--- src/rtl/core/lhc_pkg.sv ---
// Shared types and constants of the level histogram counters.
package lhc_pkg;

  // Fixed field widths of the command and result beats
  localparam int FUNC_W  = 3;
  localparam int LEVEL_W = 4;
  localparam int CFG_W   = 5;
  localparam int LCNT_W  = 32;
  localparam int SUM_O_W = 36;
  localparam int PROB_W  = 17;

  // Function codes; codes above refresh behave as a query
  localparam logic [FUNC_W-1:0] FUNC_INC     = 3'd0;
  localparam logic [FUNC_W-1:0] FUNC_DEC     = 3'd1;
  localparam logic [FUNC_W-1:0] FUNC_QUERY   = 3'd2;
  localparam logic [FUNC_W-1:0] FUNC_CLEAR   = 3'd3;
  localparam logic [FUNC_W-1:0] FUNC_REFRESH = 3'd4;

  // Fraction divider: one integer bit plus sixteen fraction bits, then a round step
  localparam int Q_STEPS = 17;
  localparam int STEP_W  = 5;
  localparam logic [PROB_W-1:0] PROB_ONE = 17'd65536;

  // Level count in use after reset
  localparam int LEVELS_RESET = 16;

  typedef enum logic [0:0] {
    ALU_ADD,
    ALU_SUB
  } alu_op_t;

  typedef enum logic [3:0] {
    ST_IDLE,
    ST_UPD,
    ST_SUM_START,
    ST_SUM,
    ST_REF_CHECK,
    ST_DIV_LOAD,
    ST_DIV,
    ST_OUT_RD,
    ST_OUT
  } state_t;

endpackage

--- src/rtl/core/lhc_if.sv ---
// Handshake channels: command beats, result beats and the config write channel.
interface lhc_cmd_if;
  import lhc_pkg::*;
  logic               valid;
  logic               ready;
  logic [FUNC_W-1:0]  func;
  logic [LEVEL_W-1:0] level;
  modport source (output valid, func, level, input ready);
  modport sink   (input valid, func, level, output ready);
endinterface

interface lhc_res_if;
  import lhc_pkg::*;
  logic               valid;
  logic               ready;
  logic [LCNT_W-1:0]  level_count;
  logic [SUM_O_W-1:0] cumulative_count;
  logic [SUM_O_W-1:0] total_count;
  logic [PROB_W-1:0]  probability;
  logic               level_ok;
  modport source (output valid, level_count, cumulative_count, total_count, probability,
                  level_ok, input ready);
  modport sink   (input valid, level_count, cumulative_count, total_count, probability,
                  level_ok, output ready);
endinterface

interface lhc_cfg_if;
  import lhc_pkg::*;
  logic             valid;
  logic             ready;
  logic [CFG_W-1:0] data;
  modport source (output valid, data, input ready);
  modport sink   (input valid, data, output ready);
endinterface

--- src/rtl/core/lhc_alu.sv ---
// Shared add/subtract unit; carry out doubles as the a >= b flag on subtract.
module lhc_alu #(
  parameter int WIDTH = 37
) (
  input  lhc_pkg::alu_op_t   op,
  input  logic [WIDTH-1:0]   a,
  input  logic [WIDTH-1:0]   b,
  output logic [WIDTH-1:0]   sum,
  output logic               carry
);
  import lhc_pkg::*;

  logic             sub;
  logic [WIDTH-1:0] b_x;

  // Subtract as a plus inverted b plus one
  assign sub = (op == ALU_SUB);
  assign b_x = sub ? ~b : b;
  assign {carry, sum} = {1'b0, a} + {1'b0, b_x} + (WIDTH + 1)'(sub);

endmodule

--- src/rtl/core/lhc_ctrl.sv ---
// Sequencer with counter and probability stores, sum walk and fraction divider.
module lhc_ctrl #(
  parameter int MAX_LEVELS  = 16,
  parameter int COUNT_WIDTH = 32
) (
  input  logic                                            clk,
  input  logic                                            rst,
  input  logic                                            cfg_wr,
  input  logic [$clog2(MAX_LEVELS+1)-1:0]                 n_new,
  input  logic [$clog2(MAX_LEVELS+1)-1:0]                 n,
  lhc_cmd_if.sink                                         cmd,
  lhc_res_if.source                                       res,
  output lhc_pkg::alu_op_t                                alu_op,
  output logic [COUNT_WIDTH+$clog2(MAX_LEVELS):0]         alu_a,
  output logic [COUNT_WIDTH+$clog2(MAX_LEVELS):0]         alu_b,
  input  logic [COUNT_WIDTH+$clog2(MAX_LEVELS):0]         alu_sum,
  input  logic                                            alu_carry
);
  import lhc_pkg::*;

  localparam int IDX_W = (MAX_LEVELS > 1) ? $clog2(MAX_LEVELS) : 1;
  localparam int NW    = $clog2(MAX_LEVELS + 1);
  localparam int SUM_W = COUNT_WIDTH + $clog2(MAX_LEVELS);
  localparam int AW    = SUM_W + 1;

  state_t state, state_next;

  logic [FUNC_W-1:0]      func_r;
  logic [IDX_W-1:0]       level_r;
  logic                   ok_r;
  logic [IDX_W-1:0]       last_r;
  logic [IDX_W-1:0]       idx;
  logic [SUM_W-1:0]       total;
  logic [SUM_W-1:0]       cum;
  logic [AW-1:0]          rem;
  logic [PROB_W-1:0]      quo;
  logic [STEP_W-1:0]      step;

  logic [COUNT_WIDTH-1:0] cnt_mem [MAX_LEVELS];
  logic [PROB_W-1:0]      prob_mem [MAX_LEVELS];
  logic [MAX_LEVELS-1:0]  cnt_vld;
  logic [MAX_LEVELS-1:0]  prob_vld;
  logic [COUNT_WIDTH-1:0] cnt_rd;
  logic                   cnt_rd_v;
  logic [PROB_W-1:0]      prob_rd;
  logic                   prob_rd_v;
  logic [COUNT_WIDTH-1:0] cnt_cur;
  logic [PROB_W-1:0]      prob_cur;

  logic [IDX_W-1:0]       rd_addr;
  logic                   cnt_we;
  logic                   prob_we;
  logic [PROB_W-1:0]      prob_wdata;
  logic [PROB_W-1:0]      q_rnd;
  logic [AW-1:0]          div_t;

  logic                   accept;
  logic                   ok_in;
  logic                   idx_last;
  logic                   div_done;
  logic                   out_load;

  logic                   out_vld;
  logic [LCNT_W-1:0]      out_lcnt;
  logic [SUM_O_W-1:0]     out_cum;
  logic [SUM_O_W-1:0]     out_total;
  logic [PROB_W-1:0]      out_prob;
  logic                   out_ok;

  assign cmd.ready = (state == ST_IDLE);
  assign accept    = cmd.valid && cmd.ready;
  assign ok_in     = (32'(cmd.level) < 32'(n));
  assign idx_last  = ((NW'(idx) + NW'(1)) == n);
  assign div_done  = (step == STEP_W'(Q_STEPS));
  assign cnt_cur   = cnt_rd_v ? cnt_rd : '0;
  assign prob_cur  = prob_rd_v ? prob_rd : '0;
  assign div_t     = (step == '0) ? rem : {rem[AW-2:0], 1'b0};
  assign q_rnd     = quo + PROB_W'(alu_carry);
  assign prob_wdata = (q_rnd > PROB_ONE) ? PROB_ONE : q_rnd;

  // State register
  always_ff @(posedge clk) begin
    if (rst) begin
      state <= ST_IDLE;
    end else begin
      state <= state_next;
    end
  end

  // Next state, store controls and shared unit operands
  always_comb begin
    state_next = state;
    rd_addr    = level_r;
    cnt_we     = 1'b0;
    prob_we    = 1'b0;
    out_load   = 1'b0;
    alu_op     = ALU_ADD;
    alu_a      = '0;
    alu_b      = '0;
    case (state)
      ST_IDLE: begin
        rd_addr = IDX_W'(cmd.level);
        if (accept) begin
          if ((cmd.func == FUNC_INC || cmd.func == FUNC_DEC) && ok_in) begin
            state_next = ST_UPD;
          end else begin
            state_next = ST_SUM_START;
          end
        end
      end
      ST_UPD: begin
        alu_a  = AW'(cnt_cur);
        alu_b  = AW'(1);
        alu_op = (func_r == FUNC_DEC) ? ALU_SUB : ALU_ADD;
        if (func_r == FUNC_DEC) begin
          cnt_we = (cnt_cur != '0);
        end else begin
          cnt_we = (cnt_cur != {COUNT_WIDTH{1'b1}});
        end
        state_next = ST_SUM_START;
      end
      ST_SUM_START: begin
        rd_addr    = '0;
        state_next = (n == '0) ? ST_REF_CHECK : ST_SUM;
      end
      ST_SUM: begin
        alu_a      = AW'(total);
        alu_b      = AW'(cnt_cur);
        rd_addr    = idx_last ? level_r : idx + IDX_W'(1);
        state_next = idx_last ? ST_REF_CHECK : ST_SUM;
      end
      ST_REF_CHECK: begin
        rd_addr = '0;
        if (func_r == FUNC_REFRESH && total != '0) begin
          state_next = ST_DIV_LOAD;
        end else begin
          state_next = ST_OUT_RD;
        end
      end
      ST_DIV_LOAD: begin
        state_next = ST_DIV;
      end
      ST_DIV: begin
        alu_op = ALU_SUB;
        alu_a  = div_t;
        alu_b  = AW'(total);
        if (div_done) begin
          prob_we    = 1'b1;
          rd_addr    = idx_last ? level_r : idx + IDX_W'(1);
          state_next = idx_last ? ST_OUT_RD : ST_DIV_LOAD;
        end
      end
      ST_OUT_RD: begin
        state_next = ST_OUT;
      end
      ST_OUT: begin
        if (!out_vld || res.ready) begin
          out_load   = 1'b1;
          state_next = ST_IDLE;
        end
      end
      default: begin
        state_next = ST_IDLE;
      end
    endcase
  end

  // Datapath registers of the item in flight
  always_ff @(posedge clk) begin
    case (state)
      ST_IDLE: begin
        if (accept) begin
          func_r  <= cmd.func;
          level_r <= IDX_W'(cmd.level);
          ok_r    <= ok_in;
          last_r  <= ok_in ? IDX_W'(cmd.level) : IDX_W'(n - NW'(1));
        end
      end
      ST_SUM_START: begin
        total <= '0;
        cum   <= '0;
        idx   <= '0;
      end
      ST_SUM: begin
        total <= SUM_W'(alu_sum);
        if (idx == last_r) begin
          cum <= SUM_W'(alu_sum);
        end
        if (!idx_last) begin
          idx <= idx + IDX_W'(1);
        end
      end
      ST_REF_CHECK: begin
        idx <= '0;
      end
      ST_DIV_LOAD: begin
        rem  <= AW'(cnt_cur);
        quo  <= '0;
        step <= '0;
      end
      ST_DIV: begin
        if (div_done) begin
          if (!idx_last) begin
            idx <= idx + IDX_W'(1);
          end
        end else begin
          rem  <= alu_carry ? alu_sum : div_t;
          quo  <= {quo[PROB_W-2:0], alu_carry};
          step <= step + STEP_W'(1);
        end
      end
      default: begin
      end
    endcase
  end

  // Valid bits: reset and config shrink drop entries, clear drops counter entries; writes mark them
  always_ff @(posedge clk) begin
    if (rst) begin
      cnt_vld  <= '0;
      prob_vld <= '0;
    end else begin
      if (cfg_wr) begin
        for (int i = 0; i < MAX_LEVELS; i++) begin
          if (NW'(i) >= n_new) begin
            cnt_vld[i]  <= 1'b0;
            prob_vld[i] <= 1'b0;
          end
        end
      end
      if (accept && cmd.func == FUNC_CLEAR) begin
        for (int i = 0; i < MAX_LEVELS; i++) begin
          if (NW'(i) < n) begin
            cnt_vld[i] <= 1'b0;
          end
        end
      end
      if (cnt_we) begin
        cnt_vld[level_r] <= 1'b1;
      end
      if (prob_we) begin
        prob_vld[idx] <= 1'b1;
      end
    end
  end

  // Store writes and registered reads
  always_ff @(posedge clk) begin
    if (cnt_we) begin
      cnt_mem[level_r] <= COUNT_WIDTH'(alu_sum);
    end
    if (prob_we) begin
      prob_mem[idx] <= prob_wdata;
    end
    cnt_rd    <= cnt_mem[rd_addr];
    cnt_rd_v  <= cnt_vld[rd_addr];
    prob_rd   <= prob_mem[rd_addr];
    prob_rd_v <= prob_vld[rd_addr];
  end

  // Result register: hold until the sink takes the beat
  always_ff @(posedge clk) begin
    if (rst) begin
      out_vld <= 1'b0;
    end else if (out_load) begin
      out_vld <= 1'b1;
    end else if (res.ready) begin
      out_vld <= 1'b0;
    end
  end

  always_ff @(posedge clk) begin
    if (out_load) begin
      out_lcnt  <= ok_r ? LCNT_W'(cnt_cur) : '0;
      out_cum   <= SUM_O_W'(cum);
      out_total <= SUM_O_W'(total);
      out_prob  <= ok_r ? prob_cur : '0;
      out_ok    <= ok_r;
    end
  end

  assign res.valid            = out_vld;
  assign res.level_count      = out_lcnt;
  assign res.cumulative_count = out_cum;
  assign res.total_count      = out_total;
  assign res.probability      = out_prob;
  assign res.level_ok         = out_ok;

endmodule

--- src/rtl/core/level_histogram_counters.sv ---
// Top level of the level histogram counters: config register and unit hookup.
//
// One command beat at a time: increment, decrement or query one level, or clear
// or refresh every level in use, of up to MAX_LEVELS event counters, each answered
// by one result beat with the level's count, the prefix sum up to the level, the
// total and the stored Q1.16 probability. Each command walks the counter store,
// which reads one counter per cycle through the shared adder; an increment or
// decrement of a level in use first updates its counter. A refresh adds, for each
// level, a counter read and a pass of the restoring divider that shares the same
// adder. A result beat still waiting in the output register holds the next one
// back. Reset takes effect at once, with no clearing pass. The config channel is
// always ready; write it only while no command is in flight.
module level_histogram_counters #(
  parameter int MAX_LEVELS  = 16,
  parameter int COUNT_WIDTH = 32
) (
  input  logic        clk,
  input  logic        rst,
  lhc_cfg_if.sink     cfg,
  lhc_cmd_if.sink     cmd,
  lhc_res_if.source   res
);
  import lhc_pkg::*;

  localparam int NW      = $clog2(MAX_LEVELS + 1);
  localparam int AW      = COUNT_WIDTH + $clog2(MAX_LEVELS) + 1;
  localparam int N_RESET = (LEVELS_RESET > MAX_LEVELS) ? MAX_LEVELS : LEVELS_RESET;

  logic [NW-1:0] n;
  logic [NW-1:0] n_next;
  logic          cfg_wr;

  alu_op_t       alu_op;
  logic [AW-1:0] alu_a;
  logic [AW-1:0] alu_b;
  logic [AW-1:0] alu_sum;
  logic          alu_carry;

  // Saturate the written level count to the store depth
  assign cfg.ready = 1'b1;
  assign cfg_wr    = cfg.valid && cfg.ready;
  assign n_next    = (32'(cfg.data) > 32'(MAX_LEVELS)) ? NW'(MAX_LEVELS) : NW'(cfg.data);

  always_ff @(posedge clk) begin
    if (rst) begin
      n <= NW'(N_RESET);
    end else if (cfg_wr) begin
      n <= n_next;
    end
  end

  lhc_ctrl #(
    .MAX_LEVELS  (MAX_LEVELS),
    .COUNT_WIDTH (COUNT_WIDTH)
  ) u_ctrl (
    .clk       (clk),
    .rst       (rst),
    .cfg_wr    (cfg_wr),
    .n_new     (n_next),
    .n         (n),
    .cmd       (cmd),
    .res       (res),
    .alu_op    (alu_op),
    .alu_a     (alu_a),
    .alu_b     (alu_b),
    .alu_sum   (alu_sum),
    .alu_carry (alu_carry)
  );

  lhc_alu #(
    .WIDTH (AW)
  ) u_alu (
    .op    (alu_op),
    .a     (alu_a),
    .b     (alu_b),
    .sum   (alu_sum),
    .carry (alu_carry)
  );

endmodule

--- src/flat_wrapper.sv ---
// flat-port wrapper written by rule: the top's interface ports become plain ports
module level_histogram_counters_flat import lhc_pkg::*;
#(
  parameter int MAX_LEVELS  = 16,
  parameter int COUNT_WIDTH = 32
)
  (clk, rst, cfg_valid, cfg_data, cfg_ready, cmd_valid, cmd_func, cmd_level, cmd_ready, res_valid, res_level_count, res_cumulative_count, res_total_count, res_probability, res_level_ok, res_ready);
  lhc_cfg_if cfg_i ();
  lhc_cmd_if cmd_i ();
  lhc_res_if res_i ();
  input  logic clk;
  input  logic rst;
  input wire logic [$bits(cfg_i.valid)-1:0] cfg_valid;
  input wire logic [$bits(cfg_i.data)-1:0] cfg_data;
  output wire logic [$bits(cfg_i.ready)-1:0] cfg_ready;
  input wire logic [$bits(cmd_i.valid)-1:0] cmd_valid;
  input wire logic [$bits(cmd_i.func)-1:0] cmd_func;
  input wire logic [$bits(cmd_i.level)-1:0] cmd_level;
  output wire logic [$bits(cmd_i.ready)-1:0] cmd_ready;
  output wire logic [$bits(res_i.valid)-1:0] res_valid;
  output wire logic [$bits(res_i.level_count)-1:0] res_level_count;
  output wire logic [$bits(res_i.cumulative_count)-1:0] res_cumulative_count;
  output wire logic [$bits(res_i.total_count)-1:0] res_total_count;
  output wire logic [$bits(res_i.probability)-1:0] res_probability;
  output wire logic [$bits(res_i.level_ok)-1:0] res_level_ok;
  input wire logic [$bits(res_i.ready)-1:0] res_ready;
  assign cfg_i.valid = cfg_valid;
  assign cfg_i.data = cfg_data;
  assign cfg_ready = cfg_i.ready;
  assign cmd_i.valid = cmd_valid;
  assign cmd_i.func = cmd_func;
  assign cmd_i.level = cmd_level;
  assign cmd_ready = cmd_i.ready;
  assign res_valid = res_i.valid;
  assign res_level_count = res_i.level_count;
  assign res_cumulative_count = res_i.cumulative_count;
  assign res_total_count = res_i.total_count;
  assign res_probability = res_i.probability;
  assign res_level_ok = res_i.level_ok;
  assign res_i.ready = res_ready;
  level_histogram_counters #(.MAX_LEVELS(MAX_LEVELS), .COUNT_WIDTH(COUNT_WIDTH)) u_core (.clk(clk), .rst(rst), .cfg(cfg_i), .cmd(cmd_i), .res(res_i));
endmodule
--- config.mk ---
export PLATFORM = sky130hd
export DESIGN_NAME = level_histogram_counters_flat
export DESIGN_NICKNAME = d
export VERILOG_FILES = /design/src/rtl/core/lhc_pkg.sv /design/src/rtl/core/lhc_if.sv /design/src/rtl/core/lhc_alu.sv /design/src/rtl/core/lhc_ctrl.sv /design/src/rtl/core/level_histogram_counters.sv /design/src/flat_wrapper.sv
export SDC_FILE = /design/constraint.sdc
export NUM_CORES = 2
export LEC_CHECK = 0
export BUFFER_PORTS_ARGS = -buffer_cell sky130_fd_sc_hd__clkbuf_2
export CAP_MARGIN = 20
export CORE_MARGIN = 10
export CORE_UTILIZATION = 62
export DETAILED_ROUTE_END_ITERATION = 7
export GPL_ROUTABILITY_DRIVEN = 1
export PLACE_DENSITY = 0.79
export SYNTH_ARGS = -nofsm -noshare
export SYNTH_HDL_FRONTEND = slang
export SYNTH_SLANG_ARGS = --single-unit
export TNS_END_PERCENT = 1
--- constraint.sdc ---
create_clock -name clk -period 8.08 [get_ports clk]
set_clock_uncertainty 0.05 [all_clocks]
set_input_delay 0.808 -clock clk [delete_from_list [all_inputs] [get_ports clk]]
set_output_delay 0.808 -clock clk [all_outputs]
set_load 0.03 [all_outputs]
==> impl_metrics.py <==
metrics = {
    "global_routing": {
        "grt_max_degree": 160,
        "grt_pass1_wl_um": 190000,
        "grt_use_total_pct": 27.7,
        "grt_pass1_vias": 31100,
        "antenna_found_initial": 5,
        "overflow": 0,
    },
    "sta": {
        "fin_crit_ps": 7400,
        "grt_setup_unrepaired": "false",
        "hold_viol": 0,
        "layout_worst_path_cycle_share_pct": 91.5,
        "slew_headroom_pct": 24.1,
        "tns_ps": 0,
        "max_slew.worst_pin.slew_ps": 1140,
        "drv_slew": 0,
        "fin_ws_ps": 684,
        "finalSetupViolCount": 0,
        "max_freq_mhz": 135,
        "timing.hold.ws_ps": 296,
    },
    "synthesis": {
        "syn_inst": 3709,
        "yosys_warnings": 0,
        "synth-edff-count": 1053,
        "synth_flop_cell": "edfxtp_1",
        "synth_area_mm2": 0.0484,
        "synthArstFlopShare_pct": 0,
        "yosysTopAreaCell": "edfxtp_1",
        "synth_top_family_by_area": "simple AND/OR/NAND/NOR gates",
        "yosys.area_share.simple_pct": 12.7,
        "ys_types": 85,
        "synth-seq-cells": 1146,
        "yosysSeqAreaShare_pct": 69.2,
        "synth_area_leaders": "edfxtp_1 (65%), nand2_1 (5.5%), dfxtp_1 (3.8%)",
        "syn_area_per_cell_um2": 13.0,
        "synth_xor_area_share_pct": 1.21,
        "synth.area.mux_share_pct": 2.33,
        "synthAdderAreaFrac_pct": 1.33,
        "yosysTopAreaCellShare_pct": 65.4,
        "syn-num-nets": 3777,
        "synth-compound-area-share_pct": 10.7,
    },
    "clock_tree": {
        "root_buffer": "clkbuf_16",
        "numCtsBuffers": 109,
        "cts_hold_buf": 0,
        "post_cts_resized": 0,
        "clockBufferDepth": 3,
        "clock_sinks": 1146,
        "insertion_delay_ps": 690,
        "htree_levels": 3,
        "cts_tree": "yes",
        "postCtsSetupBuffers": 0,
        "clkTransAtPathRegs_ps": 70,
    },
    "die": {
        "core-area_mm2": 0.0773,
        "rows": 102,
        "initial_core_util_pct": 62.6,
        "die_area_mm2": 0.0896,
        "die_h_um": 299,
        "ios": 142,
        "die_x_um": 299,
    },
    "worst_setup_path": {
        "rr_endpoint": "u_core.u_ctrl.prob_mem[4][6]",
        "reg2reg_slack_ps": 680,
        "slowest_stage": "or4b_2",
        "required_ps": 8370,
        "crit_top_cell": "nand2_1",
        "reg2reg_from": "u_core.u_ctrl.step[0]",
        "path_max_fanout": 33,
        "cp_top_family": "compound AO/OA/AOI/OAI gates",
        "cp_data_arrival_time_ps": 7680,
        "critPathBufInv": 2,
        "critPathKind": "reg2reg",
        "end_kind": "flop",
        "slowest_delay_ps": 820,
        "rr_worst_depth": 26,
        "crit_cells": 26,
        "crit_path_start_kind": "flop",
    },
    "worst_hold_path": {
        "hold_class": "in2reg",
        "hold_depth": 1,
        "min_to": "u_core.u_ctrl.func_r[2]",
        "hold_start": "cmd_func[2]",
    },
    "finish": {
        "stdcell_area_mm2": 0.0542,
        "fill_cells": 5036,
        "multi_input_area_mm2": 0.0140,
        "drive_gt1_share_pct": 12.2,
        "fin_nets": 3866,
        "finalCoreUtilization_pct": 70.1,
        "areaGrowthSynthToFinish_pct": 12.1,
        "final_cell_mix": "edfxtp_1 (1053), nand2_1 (712), nand3_1 (235), a21oi_1 (216), clkbuf_2 (140)",
        "layout_commonest_cell": "edfxtp_1",
        "seq_area_mm2": 0.0335,
        "antenna_cells": 0,
    },
    "power": {
        "netSwitchingPower_w": 0.00438,
        "p_seq_share_pct": 48.1,
        "intPower_w": 0.0106,
        "p_leak_nw": 19.5,
        "sw_frac_of_total_pct": 29.2,
        "power.share.combinational_pct": 16.6,
        "powerDensity_mw_per_mm2": 277,
        "clkPwrFrac_pct": 35.3,
        "ir_drop_uv": 209,
    },
    "job": {
        "drv_cap": 0,
    },
    "place": {
        "port-buffer-count": 140,
        "gp_congestion": 0.940,
        "dpl.hpwl_um": 73300,
        "place_ws_ps": 850,
        "dpl_cell_area_mm2": 0.0504,
    },
    "detailed_routing": {
        "ant_nets": 0,
        "dr.pass1.iters": 8,
        "drt_iter0_drc": 4855,
        "via_per_inst": 6.65,
        "wl_per_cell_um": 25.9,
        "drc": 0,
        "vias": 32800,
        "wl_um": 128000,
    },
    "outcome": {
        "status": "finished clean",
    },
}
==> through the flow <==
| step | total power [W] | cells |
|---|---|---|
| 2_1_floorplan | 0.00876 | 3709 |
| 3_3_place_gp | 0.00967 | 4721 |
| 3_5_place_dp | 0.00971 | 4722 |
| 4_1_cts | 0.0149 | 4928 |
| 5_1_grt | 0.0155 | 4933 |
| 6_report | 0.0150 | 4933 |
==> synthesized netlist by cell type, types with 46 or more instances <==
| library cell | count |
|---|---|
| ha_1 | 50 |
| a221o_1 | 118 |
| edfxtp_1 | 1053 |
| nand2_1 | 714 |
| a32oi_1 | 100 |
| dfxtp_1 | 93 |
| and2_1 | 51 |
| nand3_1 | 235 |
| a21oi_1 | 217 |
| clkbuf_1 | 198 |
| mux2i_1 | 109 |
| inv_1 | 46 |
| and3_1 | 74 |
| nor2_1 | 107 |
| a311oi_1 | 52 |
==> how the worst max path moves through the flow <==
stage | start | slack, ps | to
2_1_floorplan | res_ready | 1090 | u_core.u_ctrl.res.cumulative_count[0]
3_3_place_gp | u_core.u_ctrl.state[2] | 1010 | u_core.u_ctrl.prob_mem[15][6]
3_5_place_dp | u_core.u_ctrl.step[0] | 850 | u_core.u_ctrl.prob_mem[2][6]
4_1_cts | u_core.u_ctrl.step[0] | 770 | u_core.u_ctrl.prob_mem[4][6]
5_1_grt | u_core.u_ctrl.step[0] | 270 | u_core.u_ctrl.prob_mem[5][6]
6_report | u_core.u_ctrl.step[0] | 680 | u_core.u_ctrl.prob_mem[4][6]
==> kinds of logic after synthesis <==
family / Yosys count
XOR/XNOR: 65
AO/OA/AOI/OAI: 692
flip-flops: 1146
other: 1
buffers and inverters: 299
AND/OR/NAND/NOR: 1343
adder cells (fa/ha/maj): 51
multiplexers: 112
==> worst register-to-register path: cells and delay by family, from the launching register on <==
family | cells | cell delay (ps)
AO/OA/AOI/OAI | 10 | 2650
AND/OR/NAND/NOR | 9 | 2250
adder cells (fa/ha/maj) | 4 | 1110
flip-flops | 1 | 450
buffers and inverters | 2 | 290
XOR/XNOR | 1 | 240
==> routing by layer <==
layer	vias up	share of wire (%)	track usage (%)	routed length, µm
met4	6	3.7	10.7	4770
li1	14300	-	-	-
met5	-	0.048	0	62
met2	2216	45	41.9	58000
met1	16000	38	38.7	48400
met3	368	13	6.59	16700
==> area by class of cell <==
class,count,share of cell area (%)
clock inverters,50,1.32
multi-input cells,2264,25.8
flip-flops and latches,1146,61.7
well taps,1040,2.40
inverters,49,0.344
repair buffers,228,2.72
clock buffers,156,5.61
==> power groups by stage <==
stage	clock [W]	combinational (W)	sequential, W
2_1_floorplan	0	0.00170	0.00706
3_3_place_gp	0	0.00236	0.00731
3_5_place_dp	0	0.00240	0.00731
4_1_cts	0.00533	0.00243	0.00719
5_1_grt	0.00557	0.00266	0.00723
6_report	0.00530	0.00249	0.00723
==> state kept, by name (all words and copies together) (netlist names), 3 cells and up <==
name	flops
u_core.u_ctrl.cnt_mem	512
u_core.u_ctrl.state	4
u_core.u_ctrl.func_r	3
u_core.u_ctrl.prob_mem	272
u_core.u_ctrl.cum	36
u_core.u_ctrl.total	36
u_core.u_ctrl.rem	37
u_core.u_ctrl.res.level_count	32
u_core.u_ctrl.quo	17
u_core.u_ctrl.idx	4
u_core.u_ctrl.cnt_rd	32
u_core.u_ctrl.res.probability	17
u_core.n	5
u_core.u_ctrl.level_r	4
u_core.u_ctrl.prob_rd	17
u_core.u_ctrl.last_r	4
u_core.u_ctrl.cnt_vld	16
u_core.u_ctrl.step	5
u_core.u_ctrl.res.cumulative_count	36
u_core.u_ctrl.res.total_count	36
u_core.u_ctrl.prob_vld	16
Note: power is estimated with default switching activity, not from simulation.
